### src/sv/slmb_pkg.sv
// Shared constants, register codes and stage control type for the level meter ballistics block.
`timescale 1ns / 1ps

package slmb_pkg;

  // Default geometry
  localparam int SLOTS_DEF      = 8;
  localparam int LEVEL_BITS_DEF = 16;

  // Fixed field widths
  localparam int SLOT_IDX_W = 3;
  localparam int RAW_W      = 16;
  localparam int OUT_W      = 16;
  localparam int COEF_W     = 16;
  localparam int HOLD_W     = 8;

  // Stream packing
  localparam int IN_TDATA_W  = 2 * RAW_W;
  localparam int IN_TUSER_W  = SLOT_IDX_W;
  localparam int OUT_TDATA_W = 4 * OUT_W;
  localparam int OUT_TUSER_W = SLOT_IDX_W + 1;

  // Config port
  localparam int CFG_ADDR_W = 2;
  localparam int CFG_DATA_W = 16;

  localparam logic [COEF_W-1:0] ATTACK_RST  = COEF_W'(32768);
  localparam logic [COEF_W-1:0] RELEASE_RST = COEF_W'(6554);
  localparam logic [COEF_W-1:0] DECAY_RST   = COEF_W'(62259);
  localparam logic [HOLD_W-1:0] HOLD_RST    = HOLD_W'(20);

  typedef enum logic [CFG_ADDR_W-1:0] {
    CFG_ATTACK  = 2'd0,
    CFG_RELEASE = 2'd1,
    CFG_DECAY   = 2'd2,
    CFG_HOLD    = 2'd3
  } cfg_reg_e;

  // Control that travels with an item down the pipe
  typedef struct packed {
    logic                  valid;
    logic                  in_range;
    logic [SLOT_IDX_W-1:0] slot;
  } stage_ctl_t;

endpackage

### src/sv/slmb_lane.sv
// One channel lane: one-pole smoother and peak hold/decay, one register stage between products and update.
`timescale 1ns / 1ps

module slmb_lane #(
  parameter int LEVEL_BITS = slmb_pkg::LEVEL_BITS_DEF
) (
  input  logic                          clk_i,
  input  logic                          adv_i,
  input  logic [slmb_pkg::RAW_W-1:0]    raw_i,
  input  logic                          state_vld_i,
  input  logic [LEVEL_BITS-1:0]         lvl_i,
  input  logic [LEVEL_BITS-1:0]         peak_i,
  input  logic [slmb_pkg::HOLD_W-1:0]   hold_i,
  input  logic [slmb_pkg::COEF_W-1:0]   attack_i,
  input  logic [slmb_pkg::COEF_W-1:0]   release_i,
  input  logic [slmb_pkg::COEF_W-1:0]   decay_i,
  input  logic [slmb_pkg::HOLD_W-1:0]   hold_ticks_i,
  output logic [LEVEL_BITS-1:0]         lvl_o,
  output logic [LEVEL_BITS-1:0]         peak_o,
  output logic [slmb_pkg::HOLD_W-1:0]   hold_o
);
  import slmb_pkg::*;

  localparam int LB      = LEVEL_BITS;
  localparam int RW      = (RAW_W > LB) ? RAW_W : LB;
  localparam int PROD_W  = LB + COEF_W + 2;
  localparam int DPROD_W = LB + COEF_W;

  // stage 1: target, coefficient select, products
  logic [RW-1:0]             raw_ext;
  logic [RW-1:0]             max_ext;
  logic [LB-1:0]             target;
  logic [LB-1:0]             cur;
  logic [LB-1:0]             pk;
  logic [HOLD_W-1:0]         hd;
  logic [COEF_W-1:0]         coeff;
  logic signed [LB:0]        diff;
  logic signed [PROD_W-1:0]  prod;
  logic [DPROD_W-1:0]        dprod;

  logic [LB-1:0]             cur_q;
  logic [LB-1:0]             peak_q;
  logic [HOLD_W-1:0]         hold_q;
  logic signed [PROD_W-1:0]  prod_q;
  logic [DPROD_W-1:0]        dprod_q;

  // stage 2: apply step, saturate, peak update
  logic signed [PROD_W-1:0]  step_full;
  logic signed [LB+1:0]      step;
  logic signed [LB+1:0]      sum;
  logic [LB-1:0]             new_lvl;

  assign raw_ext = RW'(raw_i);
  assign max_ext = RW'({LB{1'b1}});
  assign target  = (raw_ext > max_ext) ? {LB{1'b1}} : raw_ext[LB-1:0];

  // never-written slot reads as all zero
  assign cur   = state_vld_i ? lvl_i  : '0;
  assign pk    = state_vld_i ? peak_i : '0;
  assign hd    = state_vld_i ? hold_i : '0;

  assign coeff = (target > cur) ? attack_i : release_i;
  assign diff  = $signed({1'b0, target}) - $signed({1'b0, cur});
  assign prod  = $signed({1'b0, coeff}) * diff;
  assign dprod = pk * decay_i;

  always_ff @(posedge clk_i) begin
    if (adv_i) begin
      cur_q   <= cur;
      peak_q  <= pk;
      hold_q  <= hd;
      prod_q  <= prod;
      dprod_q <= dprod;
    end
  end

  // arithmetic shift = floor divide by 2^16; magnitude stays below 2^LB
  assign step_full = prod_q >>> COEF_W;
  assign step      = $signed(step_full[LB+1:0]);
  assign sum       = $signed({2'b00, cur_q}) + step;

  always_comb begin
    priority if (sum[LB+1]) begin
      new_lvl = '0;
    end else if (sum[LB]) begin
      new_lvl = {LB{1'b1}};
    end else begin
      new_lvl = sum[LB-1:0];
    end
  end

  always_comb begin
    lvl_o = new_lvl;
    priority if (new_lvl >= peak_q) begin
      peak_o = new_lvl;
      hold_o = hold_ticks_i;
    end else if (hold_q != '0) begin
      peak_o = peak_q;
      hold_o = hold_q - HOLD_W'(1);
    end else begin
      // decayed peak is below the old peak, no saturation needed
      peak_o = dprod_q[DPROD_W-1:COEF_W];
      hold_o = hold_q;
    end
  end

endmodule

### config.mk
export PLATFORM = sky130hd
export DESIGN_NAME = slmb_lane
export DESIGN_NICKNAME = d
export VERILOG_FILES = /design/src/sv/slmb_pkg.sv /design/src/sv/slmb_lane.sv
export SDC_FILE = /design/constraint.sdc
export NUM_CORES = 1
export LEC_CHECK = 0
export BUFFER_PORTS_ARGS = -buffer_cell sky130_fd_sc_hd__buf_2
export CORE_MARGIN = 2
export CORE_UTILIZATION = 30
export DETAILED_ROUTE_END_ITERATION = 8
export GPL_ROUTABILITY_DRIVEN = 0
export SYNTH_ARGS = -nofsm -noshare
export SYNTH_HDL_FRONTEND = slang
export SYNTH_SLANG_ARGS = --single-unit
### constraint.sdc
create_clock -name clk_i -period 10.7 [get_ports clk_i]
set_clock_uncertainty 0.15 [all_clocks]
set_input_delay 0 -clock clk_i [delete_from_list [all_inputs] [get_ports clk_i]]
set_output_delay 0 -clock clk_i [all_outputs]
set_load 0.02 [all_outputs]
==> metrics.txt <==
status=finished clean; syn_area_per_cell=8.91 µm²; Post-synth ARST share=0%; final hold violation count=0; Mapped Area=22300 µm²; grt ovf=0; critical path endpoint category=flop; area of the multi-input gates=17700 µm²; Max FO, Critical Path=13; Detailed Routing Iterations Pass 1=5; slew of the pin with the lowest slew margin=1.29 ns; CTS sink cnt=74; Worst-path clk slew=0.06 ns; # fillers=7742; CTS resizes=0; Synth area leaders=fa_1, ha_1, edfxtp_1, inv_1, nand2_1; Min-Delay Path Class=in -> reg; htree depth=3; CTS tree=done; minimum clock period=9.64 ns; CP startpoint kind=input pin; top cell type's share of synthesized area=36.1%; initial drt markers=1020; top-count cell post-synth=inv_1; Cells after Synth=2504; Hold Path Depth=1; IO Pins=155; cell taking the most area after synthesis=fa_1; post-synthesis cell type count=57; share of synthesized cell area in and, or, nand and nor gates=15.4%; compound-cell area share of the yosys netlist=6.67%; TritonCTS buffer count=9; XOR/XNOR share of the synthesized area=2.35%; syn_nets=3296; main flop type after synthesis=edfxtp_1; Initial Util=30.1%; Die Ht=277 µm; worst hold start=adv_i; antenna-violating nets left=0; routed via count=17400; global-route wire length before repair=102000 µm; sequential cell area=2220 µm²; Routed wire per std cell=17.5 µm; antenna violations before repair=3; flops & latches, synth=74; Total Wirelength=63400 µm; max frequency=0.104 GHz; Adder-Cell Fraction of Synth Area=51.5%; # port buffers=154; die area=76600 µm²; Max clock buf depth=2; CP max stage delay=1.12 ns; hold path endpoint=hold_q[0]$_SDFFCE_PN0P_; row count=100; share of post-route cells with drive strength above 1=8.80%; Most Frequent Cell on Critical Path=fa_1; Slew headroom=11.4%; setup TNS=0 ns; Arr. time, crit path=9.59 ns; vias per inst=4.81; Nets=3435; main combinational cell family by area after synthesis=adder cells; RSZ-0062 raised after global routing=false; vias in the first global route=18400; mux share of post-synthesis cell area=3.03%; CP max stage cell=mux2i_1; largest net degree at the start of global routing=75; Post-synth top cells=inv_1, fa_1, nand2_1; GR Util All Layers=16.9%; CP Data Required Time=10.65 ns; Yosys warning count=0; max-capacitance violation count=0; Root Buffer=clkbuf_16; setup violators final=0; core area=74100 µm²; Pins Over Slew Limit=0; die width=277 µm; fin crit share=90.1%; type of the worst setup path=in -> reg; post-synthesis sequential area ratio=9.96%; Post-DP HPWL=52600 µm; area delta synth->final=11.3%; number of remaining DRC errors=0; number of flops mapped to enable cells by yosys=74; Core Util, Final=33.5%
==> repair_timing <==
action | 4_1_cts | 5_1_grt
hold endpoints to repair | 24 | 0
buffers inserted | 0 | 0
hold buffers | 24 | 0
setup endpoints to repair | 0 | 0
==> registers in the layout, indices dropped and copies added (netlist names) <==
signal   cells
hold_q       8
dprod_q     16
peak_q      16
prod_q      18
cur_q       16
==> metal layers <==
metal | wire length, µm | up-vias | part of all wire, % | track usage (%)
li1 | - | 8114 | - | -
met1 | 28100 | 8711 | 44 | 22.9
met2 | 29000 | 490 | 46 | 27.7
met3 | 4370 | 91 | 6.9 | 3.10
met4 | 1940 | 0 | 3.1 | 4.77
met5 | 0 | - | 0 | 0
==> placed cells by master (no fill, tap or decap), types with 15 or more instances in the layout <==
cell type	Yosys	layout
inv_1	574	574
fa_1	403	403
nand2_1	283	283
ha_1	274	274
nor2_1	181	181
buf_2	4	152
and3_1	105	105
edfxtp_1	74	74
a21oi_1	49	49
o21ai_0	49	49
and2_1	49	49
mux2i_1	44	44
xnor2_1	43	41
nor3_1	36	35
buf_4	0	33
a21o_1	26	26
dlygate4sd3_1	0	24
mux2_2	21	21
nand2b_1	21	21
nand3_1	20	20
o21a_1	17	17
xor2_1	17	16
a31oi_1	15	15
==> area by class of cell <==
cell class              count  area share, %
diodes                      3         0.0302
clock inverters             7          0.333
well taps                 969           4.88
multi-input cells        1774           71.2
inverters                 575           8.69
repair buffers            209           5.03
clock buffers               9          0.907
flip-flops and latches     74           8.95
==> critical path: cells and delay by family <==
family                   cells  cell delay, ns
AO/OA/AOI/OAI                9            2.63
XOR/XNOR                     1            0.08
adder cells (fa/ha/maj)      8            3.73
buffers and inverters        4            0.77
multiplexers                 1            1.12
AND/OR/NAND/NOR              6            1.23
==> logic make-up (layout without fill, tap and decap cells) <==
family / count (synthesis) / after routing
AOI/OAI and AO/OA: 228 / 228
buffers and inverters: 656 / 800
and+or+nand+nor: 744 / 744
xor gates and xnor gates: 60 / 60
adders and majority gates: 677 / 677
DFF: 74 / 74
muxes: 65 / 65
other: 0 / 3
==> how the worst max path moves through the flow <==
| stage | from | end | slack, ns | cells after the start |
|---|---|---|---|---|
| 5_1_grt | lvl_i[0] | prod_q[26]$_DFFE_PP_ | 0.61 | 35 |
| 6_report | lvl_i[15] | prod_q[26]$_DFFE_PP_ | 1.06 | 29 |
| 2_1_floorplan | state_vld_i | prod_q[26]$_DFFE_PP_ | 2.18 | 37 |
| 3_3_place_gp | state_vld_i | prod_q[32]$_DFFE_PP_ | 1.24 | 31 |
| 4_1_cts | lvl_i[15] | prod_q[26]$_DFFE_PP_ | 1.21 | 29 |
| 3_5_place_dp | state_vld_i | prod_q[26]$_DFFE_PP_ | 1.05 | 28 |
==> metrics by stage <==
| stage | instance area, µm² | hold WS [ns] | setup WS (ns) | cells |
|---|---|---|---|---|
| floorplan | 22300 | -0.0375 | 2.18 | 2504 |
| global placement | 24300 | 0.136 | 1.24 | 3577 |
| detailed placement | 24300 | 0.138 | 1.05 | 3577 |
| CTS | 24800 | 0.128 | 1.21 | 3617 |
| global route | 24800 | 0.162 | 0.611 | 3618 |
| finish | 24800 | 0.134 | 1.06 | 3620 |
Power is left out: the tool's default activity adds up to more than one toggle a clock period on the data nets, which glitch-free logic cannot reach.
