$ cat src/sv/slmb_pkg.sv
// Shared constants, register codes and stage control type for the level meter ballistics block.
`timescale 1ns / 1ps

package slmb_pkg;

  // Default geometry
  localparam int SLOTS_DEF      = 8;
  localparam int LEVEL_BITS_DEF = 16;

  // Fixed field widths
  localparam int SLOT_IDX_W = 3;
  localparam int RAW_W      = 16;
  localparam int OUT_W      = 16;
  localparam int COEF_W     = 16;
  localparam int HOLD_W     = 8;

  // Stream packing
  localparam int IN_TDATA_W  = 2 * RAW_W;
  localparam int IN_TUSER_W  = SLOT_IDX_W;
  localparam int OUT_TDATA_W = 4 * OUT_W;
  localparam int OUT_TUSER_W = SLOT_IDX_W + 1;

  // Config port
  localparam int CFG_ADDR_W = 2;
  localparam int CFG_DATA_W = 16;

  localparam logic [COEF_W-1:0] ATTACK_RST  = COEF_W'(32768);
  localparam logic [COEF_W-1:0] RELEASE_RST = COEF_W'(6554);
  localparam logic [COEF_W-1:0] DECAY_RST   = COEF_W'(62259);
  localparam logic [HOLD_W-1:0] HOLD_RST    = HOLD_W'(20);

  typedef enum logic [CFG_ADDR_W-1:0] {
    CFG_ATTACK  = 2'd0,
    CFG_RELEASE = 2'd1,
    CFG_DECAY   = 2'd2,
    CFG_HOLD    = 2'd3
  } cfg_reg_e;

  // Control that travels with an item down the pipe
  typedef struct packed {
    logic                  valid;
    logic                  in_range;
    logic [SLOT_IDX_W-1:0] slot;
  } stage_ctl_t;

endpackage

$ cat src/sv/slmb_merge.sv
// Merge stage: joins both lanes into one result beat and holds it in the output register.
`timescale 1ns / 1ps

module slmb_merge #(
  parameter int LEVEL_BITS = slmb_pkg::LEVEL_BITS_DEF
) (
  input  logic                               clk_i,
  input  logic                               rst_ni,
  input  slmb_pkg::stage_ctl_t               ctl_i,
  input  logic [LEVEL_BITS-1:0]              lvl_l_i,
  input  logic [LEVEL_BITS-1:0]              lvl_r_i,
  input  logic [LEVEL_BITS-1:0]              peak_l_i,
  input  logic [LEVEL_BITS-1:0]              peak_r_i,
  output logic                               load_o,
  output logic                               m_axis_tvalid,
  input  logic                               m_axis_tready,
  output logic [slmb_pkg::OUT_TDATA_W-1:0]   m_axis_tdata,
  output logic [slmb_pkg::OUT_TUSER_W-1:0]   m_axis_tuser
);
  import slmb_pkg::*;

  logic                   vld_q;
  logic [OUT_TDATA_W-1:0] data_q;
  logic [OUT_TDATA_W-1:0] data_d;
  logic [OUT_TUSER_W-1:0] user_q;
  logic [OUT_TUSER_W-1:0] user_d;
  logic                   present;

  assign load_o  = !vld_q || m_axis_tready;
  assign present = ctl_i.in_range && ((lvl_l_i != '0) || (lvl_r_i != '0));

  always_comb begin
    if (ctl_i.in_range) begin
      data_d = {OUT_W'(peak_r_i), OUT_W'(peak_l_i), OUT_W'(lvl_r_i), OUT_W'(lvl_l_i)};
    end else begin
      data_d = '0;
    end
    user_d = {present, ctl_i.slot};
  end

  always_ff @(posedge clk_i or negedge rst_ni) begin
    if (!rst_ni) begin
      vld_q <= 1'b0;
    end else if (load_o) begin
      vld_q <= ctl_i.valid;
    end
  end

  always_ff @(posedge clk_i) begin
    if (load_o && ctl_i.valid) begin
      data_q <= data_d;
      user_q <= user_d;
    end
  end

  assign m_axis_tvalid = vld_q;
  assign m_axis_tdata  = data_q;
  assign m_axis_tuser  = user_q;

endmodule

$ cat config.mk
export PLATFORM = sky130hd
export DESIGN_NAME = slmb_merge
export DESIGN_NICKNAME = d
export VERILOG_FILES = /design/src/sv/slmb_pkg.sv /design/src/sv/slmb_merge.sv
export SDC_FILE = /design/constraint.sdc
export NUM_CORES = 1
export LEC_CHECK = 0
export BUFFER_PORTS_ARGS = -buffer_cell sky130_fd_sc_hd__buf_2
export CORE_MARGIN = 8
export CORE_UTILIZATION = 47
export CTS_CLUSTER_DIAMETER = 80
export DETAILED_ROUTE_END_ITERATION = 16
export PLACE_DENSITY = 0.84
export SYNTH_ARGS = -nofsm -noshare
export SYNTH_HDL_FRONTEND = slang
export SYNTH_SLANG_ARGS = --single-unit
$ cat constraint.sdc
create_clock -name clk_i -period 6.9 [get_ports clk_i]
set_input_delay 0.69 -clock clk_i [delete_from_list [all_inputs] [get_ports clk_i]]
set_output_delay 0.69 -clock clk_i [all_outputs]
set_load 0.005 [all_outputs]
==> results of run 1 <==
## metal layers
layer,share of wire [%],GRT usage [%]
met1,38,15.9
met2,49,23.7
met3,11,6.82
met4,1.6,7.21
met5,0,0
## power groups by stage
stage / sequential [mW] / clock (mW) / combinational, mW
global placement: 0.504 / 0 / 0.0790
global route: 0.497 / 0.289 / 0.0887
floorplan: 0.510 / 0 / 0.0253
finish: 0.496 / 0.260 / 0.0790
CTS: 0.496 / 0.270 / 0.0814
detailed placement: 0.505 / 0 / 0.0812
## layout by cell type, fill, tap and decap left out, types with 2 or more instances in the layout
cell type and count:
nor4_2 4, nor4_1 4, nand4_1 2, nand2b_1 2, buf_2 141, and2_1 63, clkbuf_8 9, edfxtp_1 68
clkinv_1 4, clkinv_2 2, and2_2 2
## path summary, 6_finish.rpt
kind                                           startpoint                              to  slack, ns  cells after the start
min in group clk_i              m_axis_tvalid$_DFFE_PN0N_       m_axis_tvalid$_DFFE_PN0N_       0.53                      2
worst max register to register  m_axis_tvalid$_DFFE_PN0N_  m_axis_tdata[17]$_SDFFCE_PN0P_       5.22                      3
worst max-delay path                        m_axis_tready                          load_o       5.14                      3
worst min-delay path                               rst_ni       m_axis_tvalid$_DFFE_PN0N_       0.12                      1
max in group asynchronous                          rst_ni       m_axis_tvalid$_DFFE_PN0N_       6.70                      1
worst min register to register  m_axis_tvalid$_DFFE_PN0N_       m_axis_tvalid$_DFFE_PN0N_       0.53                      2
## state kept, by name (all words and copies together) (netlist names)
signal         cells
m_axis_tvalid      1
m_axis_tdata      64
m_axis_tuser       4
## worst reg2reg max path: stages, from the launching register on
cell and delay [ns]:
dfrtp_1 0.38, nand2b_1 0.10, and2_2 0.15, buf_4 0.65
## cell families after synthesis
kind of cell,share of synthesized area (%)
AOI/OAI and AO/OA,0.287
buffers and inverters,1.20
DFF,79.1
and+or+nand+nor,19.4
## layout make-up
type	instances	share of cell area (%)
Sequential cell	69	58.3
Clock inverter	7	0.918
Clock buffer	9	3.50
Tap cell	72	2.54
Multi-Input combinational cell	78	14.6
Timing Repair Buffer	142	20.1
## stage by stage
stage,utilization (%),area [um2],setup WS [ns]
after floorplan,-,2610,4.01
after global placement,62.3,3390,4.85
after detailed placement,62.3,3390,4.79
after CTS,65.1,3540,5.13
after global routing,65.1,3540,5.06
final,65.1,3540,5.14
==> qor.yml, run 1 <==
outcome: "completed"
worstPathCellList: "buf_2, nand2b_1, buf_2"
crit_type: "in2out"
wl_um: 5890
cts.repair.resized: 0
syn-num-nets: 226
die_h_um: 90.6
wl_per_cell_um: 15.6
yosysWarnings: 0
post_cts_buffers: 0
num_rows: 27
relSlewSlack_pct: 45.3
power_density_nw_per_um2: 236
drc: 0
cp_slowest_stage_delay_ns: 0.15
final.period_utilization_pct: 25.6
ys_ff_latch: 69
dieArea_um2: 8200
cts_tree: "yes"
drt.antenna.violating_nets: 0
final_cells: 377
hpwl_um: 4540
synth_commonest_cells: "edfxtp_1 (68), and2_1 (64), nor4_1 (4), nor4_2 (4)"
switching_share_pct: 21.7
arrival_ns: 1.07
seq_area_um2: 2070
path_delay_family: "buffers and inverters"
synth_ff_type: "edfxtp_1"
area_delta_synth_final_pct: 35.6
syn-cell-area_um2: 2610
antenna_found_initial: 0
fmax_mhz: 567
cts_buffer_depth: 2
hp-class: "in2async"
vias_per_cell: 4.53
p_clk_share_pct: 31.2
rsz0062_at_grt: "false"
pin_count: 142
layout_min_cycle_time_ns: 1.76
numClockSinks: 69
fin_tns_setup_ns: 0
antenna-diode-count: 0
synthArstFlopShare_pct: 1.45
p_leak_nw: 1.52
die_w_um: 90.6
multiInputGateArea_um2: 517
p_seq_share_pct: 59.4
synth_top_cell_by_area: "edfxtp_1"
via_count: 1706
crit_required_ns: 6.21
slew_viol_final: 0
finClkSkew_ns: 0.00707
setup_viol: 0
synth_edf_count: 68
grtUsageTotal_pct: 14.7
end_kind: "output pin"
grt_pass1_wl_um: 9480
clock-root-buffer: "clkbuf_8"
final_net_count: 372
synth_cell_type_count: 12
gp_congestion: 0.725
combPwrFrac_pct: 9.5
critPathSlowestCell: "nand2b_1"
grt_pass1_vias: 1904
fillers: 432
synthCells: 154
holdBufCountCts: 0
path_clk_slew_ns: 0.07
hold_viol: 0
drtIter0Drc: 56
power_uw: 835
ir_worst_vdd_v: 0.000154
cap_violations: 0
clock_latency_ns: 0.33
crit_top_cell: "buf_2"
cp_max_fo: 3
synth_top_area_share_pct: 78.1
switchingPower_uw: 181
first_pass_iters: 4
p_int_uw: 654
drive_above_1_share_pct: 52.5
critPathBufInv: 2
numCtsBuffers: 9
synth_seq_area_share_pct: 79.1
avgSynthCellArea_um2: 17.0
h-tree-depth: 3
tightest_slew_ns: 0.821
netlist_top_cells_area: "edfxtp_1 (78%), and2_1 (15%), nor4_2 (1.9%), dfrtp_1 (0.96%), nor4_1 (0.96%)"
grt_overflow: 0
design.core.area_um2: 5440
yosysMostFrequentCell: "edfxtp_1"
grt_max_degree: 69
dp_cells: 361
portBuffers: 141
crit_path_start_kind: "primary input"
initial_core_util_pct: 48.1
holdWs_ns: 0.118
Power figures use the tool's default switching activity.
==> run 2: changes to the inputs <==
- ABC_AREA: unset -> 1
- CORE_UTILIZATION: 47 -> 45
- PLACE_DENSITY: 0.84 -> 0.8
- clock period: 6.9 -> 1.8 ns (I/O delays scaled with it)
==> run 2 against run 1 <==
Compared with the run above: sequential power rose to 3.8 times the previous value; critical endpoint is now m_axis_tdata[39]$_SDFFCE_PN0P_; die area rose by 7.8%; clock power rose to 4.3 times the previous value; critical path type is now reg2reg.
==> qor.yml, run 2 <==
drc: 0
cts_buffer_depth: 2
r2r-start: "m_axis_tvalid$_DFFE_PN0N_"
synth_ff_type: "edfxtp_1"
grt_overflow: 0
die_h_um: 94.1
vias_per_cell: 4.25
antenna-diode-count: 0
wl_per_cell_um: 13.1
ys_ff_latch: 69
dpl_cell_area_um2: 3540
largest_reg_flops: 64
rsz0062_at_grt: "false"
drtIter0Drc: 57
drive_above_1_share_pct: 39.1
final_net_count: 462
dp_cells: 453
crit_type: "reg2reg"
ff2ff_setup_slack_ns: 0.50
synth_commonest_cells: "nand2_1 (76), edfxtp_1 (68), inv_1 (67)"
power_density_nw_per_um2: 902
yosysMostFrequentCell: "nand2_1"
relSlewSlack_pct: 76.9
die_w_um: 94.1
p_int_mw: 2.66
holdWs_ns: 0.0397
final_cells: 469
fillers: 500
crit_required_ns: 1.78
grtUsageTotal_pct: 14.4
synthArstFlopShare_pct: 1.45
end_kind: "flop"
antenna_found_initial: 0
synth_seq_area_share_pct: 75.4
grt_pass1_wl_um: 9910
critPathSlowestCell: "dfrtp_1"
layout_common_cells: "buf_2 (141), nand2_1 (76), edfxtp_1 (68), inv_1 (67), nor2_1 (22)"
num_rows: 28
arrival_ns: 1.29
fin_tns_setup_ns: 0
min_path_cells: 1
final_cell_area_um2: 3720
cp_slowest_stage_delay_ns: 0.42
design.core.area_um2: 5920
clock-root-buffer: "clkbuf_8"
ir_worst_vdd_v: 0.000600
crit_path_start_kind: "flop"
finClkSkew_ns: 0.00764
yosysWarnings: 0
met1_usage_pct: 15.2
gp_congestion: 0.761
outcome: "completed"
final_util_pct: 62.9
switchingPower_uw: 702
h-tree-depth: 3
via_count: 1993
layout_min_cycle_time_ns: 1.30
synth_cell_type_count: 8
tightest_slew_ns: 0.346
netlist_top_cells_area: "edfxtp_1 (74%), nand2_1 (10%), inv_1 (9.2%), nor2_1 (3.0%), buf_4 (1.6%)"
pin_count: 142
synth_top_area_share_pct: 74.5
dieArea_um2: 8850
clock_latency_ns: 0.32
grt_pass1_vias: 2103
syn-num-nets: 314
p_clk_share_pct: 33.4
cts_tree: "yes"
synthCells: 242
p_seq_share_pct: 56.5
syn-cell-area_um2: 2740
reg2reg_depth: 2
met2_usage_pct: 24.4
timing.rr.end: "m_axis_tdata[39]$_SDFFCE_PN0P_"
numClockSinks: 69
worstPathCellList: "a21oi_4, buf_12"
hp-class: "in2reg"
first_pass_iters: 4
post_cts_buffers: 0
hold_viol: 0
cp_max_fo: 68
grt_busiest_layer: "met2"
cap_violations: 0
initial_core_util_pct: 46.3
p_leak_nw: 2.06
path_clk_slew_ns: 0.07
synth_edf_count: 68
wl_um: 6170
slew_viol_final: 0
portBuffers: 141
numCtsBuffers: 9
drt.antenna.violating_nets: 0
grt_util_met3_pct: 6.00
area_delta_synth_final_pct: 35.9
grt_max_degree: 69
hpwl_um: 4710
setup_viol: 0
holdPathEnd: "m_axis_tuser[0]$_DFFE_PP_"
synth_top_cell_by_area: "edfxtp_1"
mostFrequentLayoutCell: "buf_2"
hp-start: "ctl_i[0]"
final.period_utilization_pct: 72.4
switching_share_pct: 20.9
avgSynthCellArea_um2: 11.3
combPwrFrac_pct: 10.0
fmax_mhz: 768
run 2: per-stage QoR:
step                      setup WS, ns  total power, mW
after floorplan                 -0.204             2.07
after global placement           0.550             2.26
after detailed placement         0.495             2.28
after CTS                        0.478             3.41
after global routing             0.427             3.52
final                            0.497             3.36
run 2: worst max-delay path by stage:
stage	end	from	slack, ns
6_report	m_axis_tdata[39]$_SDFFCE_PN0P_	m_axis_tvalid$_DFFE_PN0N_	0.50
5_1_grt	m_axis_tuser[2]$_DFFE_PP_	m_axis_tvalid$_DFFE_PN0N_	0.43
4_1_cts	m_axis_tuser[1]$_DFFE_PP_	m_axis_tvalid$_DFFE_PN0N_	0.48
3_5_place_dp	m_axis_tdata[59]$_SDFFCE_PN0P_	m_axis_tvalid$_DFFE_PN0N_	0.50
3_3_place_gp	m_axis_tdata[10]$_SDFFCE_PN0P_	m_axis_tvalid$_DFFE_PN0N_	0.55
2_1_floorplan	m_axis_tdata[0]$_SDFFCE_PN0P_	m_axis_tvalid$_DFFE_PN0N_	-0.20
run 2: cell type report:
| type | count | area, um2 | share of cell area, % |
|---|---|---|---|
| sequential | 69 | 2070 | 55.5 |
| timing repair buffer | 144 | 756 | 20.3 |
| multi-input combinational | 99 | 384 | 10.3 |
| inverter | 67 | 251 | 6.75 |
| clock buffer | 12 | 135 | 3.63 |
| tap | 75 | 93.8 | 2.52 |
| clock inverter | 3 | 37.5 | 1.01 |
run 2: worst max-delay path: cells and delay by family, from the launching register on:
family / cells / cell delay, ns
buffers and inverters: 1 / 0.34
flip-flops: 1 / 0.42
AO/OA/AOI/OAI: 1 / 0.19
run 2: logic make-up after synthesis:
logic type             Yosys count  share of synthesized area (%)
AOI/OAI and AO/OA                1                          0.182
buffers and inverters           74                           11.0
DFF                             69                           75.4
and+or+nand+nor                 98                           13.4
run 2: per-layer routing:
layer  up-vias  share of wire (%)
met5         -                  0
met4         0                1.6
met3         9                 11
met2        89                 50
met1       871                 37
li1       1024                  -
run 2: what timing repair did:
| item | 4_1_cts | 5_1_grt |
|---|---|---|
| hold buffers | 1 | 0 |
| endpoints found under the hold margin | 1 | 0 |
| gates resized for setup | 0 | 0 |
run 2: power by group through the flow:
stage	sequential (mW)	clock [mW]	combinational [mW]
final	1.90	1.12	0.337
after global routing	1.91	1.22	0.384
after CTS	1.90	1.17	0.345
after detailed placement	1.94	0	0.343
after global placement	1.93	0	0.332
after floorplan	1.95	0	0.119
==> run 3: changes to the inputs <==
- ABC_AREA: 1 -> 0
- CORE_UTILIZATION: 45 -> 40
- PLACE_DENSITY: 0.8 -> 0.76
- clock period: 1.8 -> 1.1 ns (I/O delays scaled with it)
==> run 3 against run 2 <==
Compared with the run above: maximum frequency is 10% higher; non-clock buffer count rose by 10; cell area hardly changed; routed wire length increased by 2.3%; global-route usage shrank 0.86 points; cell count down 16%; critical path depth increased by 1; total power up 64%; the run now ends with negative setup slack left; die area increased by 6.0%; sequential power up 63%.
==> qor.yml, run 3 (same netlist as run 1, synthesis figures left out) <==
layout_common_cells: "buf_2 (140), edfxtp_1 (68), and2_1 (63), clkbuf_8 (9), dlygate4sd3_1 (5)"
antenna-diode-count: 0
hp-start: "peak_r_i[3]"
fin_tns_setup_ns: -4.29
violations: "negative setup slack"
clock_latency_ns: 0.32
reg2reg_depth: 3
drive_above_1_share_pct: 52.4
area_delta_synth_final_pct: 42.4
first_pass_iters: 4
dieArea_um2: 9380
grt_overflow: 0
hp-class: "in2reg"
pin_count: 142
largest_reg_flops: 64
path_clk_slew_ns: 0.07
setup_viol: 69
end_kind: "flop"
grt_pass1_wl_um: 10100
h-tree-depth: 3
drc: 0
numClockSinks: 69
path_delay_family: "flip-flops"
wl_per_cell_um: 16.1
initial_core_util_pct: 41.2
critPathSlowestCell: "dfrtp_1"
drtIter0Drc: 42
gp_congestion: 0.730
setup_slack_ns: -0.0818
rsz0062_at_grt: "true"
cp-startpoint: "m_axis_tvalid$_DFFE_PN0N_"
wl_um: 6310
finClkSkew_ns: 0.00908
clock-root-buffer: "clkbuf_8"
arrival_ns: 1.20
portBuffers: 141
layout_min_cycle_time_ns: 1.18
via_count: 1752
crit_path_start_kind: "flop"
cp_slowest_stage_delay_ns: 0.38
outcome: "finished with violations"
num_rows: 29
grtUsageTotal_pct: 13.5
final_net_count: 384
cts_buffer_depth: 2
worstPathCellList: "nand2b_1, and2_4, buf_12"
cap_violations: 0
relSlewSlack_pct: 70.3
cp_max_fo: 24
mostFrequentLayoutCell: "buf_2"
r2r-start: "m_axis_tvalid$_DFFE_PN0N_"
p_leak_nw: 1.60
grt_pass1_vias: 1970
drt.antenna.violating_nets: 0
cp.depth: 3
numCtsBuffers: 9
die_w_um: 96.8
power_density_nw_per_um2: 1480
crit_type: "reg2reg"
final_cells: 392
dp_cells: 372
cts_tree: "yes"
hpwl_um: 4920
fmax_mhz: 846
final_util_pct: 58.6
ir_worst_vdd_v: 0.000960
min_path_cells: 2
antenna_found_initial: 0
hold_viol: 0
die_h_um: 96.8
slew_viol_final: 0
critPathBufInv: 1
tightest_slew_ns: 0.442
fillers: 516
grt_max_degree: 66
final.period_utilization_pct: 107
vias_per_cell: 4.47
crit_required_ns: 1.12
design.core.area_um2: 6350
[run 3: changes by cell type in the layout (fill, tap and decap cells not counted), moves of 4 or more]
cell / previous run / this run
nor4_1: 0 / 4
inv_1: 67 / 0
nor2_1: 22 / 0
and2_1: 0 / 63
nand2_1: 76 / 0
buf_4: 0 / 4
nor4_2: 0 / 4
dlygate4sd3_1: 1 / 5
[run 3: cell type report]
type | count | area [um2] | area share (%)
multi-input combinational | 78 | 518 | 13.9
clock buffer | 10 | 128 | 3.43
tap | 77 | 96.3 | 2.59
timing repair buffer | 154 | 872 | 23.4
clock inverter | 4 | 41.3 | 1.11
sequential | 69 | 2070 | 55.5
[run 3: where the power goes]
part | switching [mW] | internal (mW) | leakage [nW]
clock network | 0.836 | 1.00 | 0.0847
logic | 0.266 | 0.310 | 0.836
registers | 0.0336 | 3.07 | 0.677
[run 3: timing repair]
action / CTS / global route
setup buffers: 1 / 0
hold buffers: 5 / 0
gates resized for setup: 1 / 0
endpoints found under the setup margin: 69 / 69
hold endpoints to repair: 5 / 0
pin swaps: 0 / 0
[run 3: final timing paths]
kind,end,slack [ns]
worst max-delay path,m_axis_tdata[15]$_SDFFCE_PN0P_,-0.08
worst min-delay path,m_axis_tdata[51]$_SDFFCE_PN0P_,0.07
min in group asynchronous,m_axis_tvalid$_DFFE_PN0N_,0.08
max in group asynchronous,m_axis_tvalid$_DFFE_PN0N_,0.94
worst max register to register,m_axis_tdata[15]$_SDFFCE_PN0P_,-0.08
worst min register to register,m_axis_tvalid$_DFFE_PN0N_,0.76
[run 3: metal layers]
metal,up-vias,track usage (%),wire length [um]
li1,863,-,-
met1,797,14.2,2370
met2,84,23.3,3300
met3,8,4.91,527
met4,0,6.51,104
met5,-,0,0
[run 3: through the flow]
step	cell area, um2	power, mW	hold slack [ns]	worst slack (ns)
finish	3720	5.52	0.0683	-0.0818
CTS	3720	5.60	0.0480	-0.0972
global route	3720	5.75	0.0513	-0.140
floorplan	2620	3.35	-0.186	-0.360
detailed placement	3490	3.73	-0.114	-0.108
global placement	3490	3.71	-0.115	-0.121
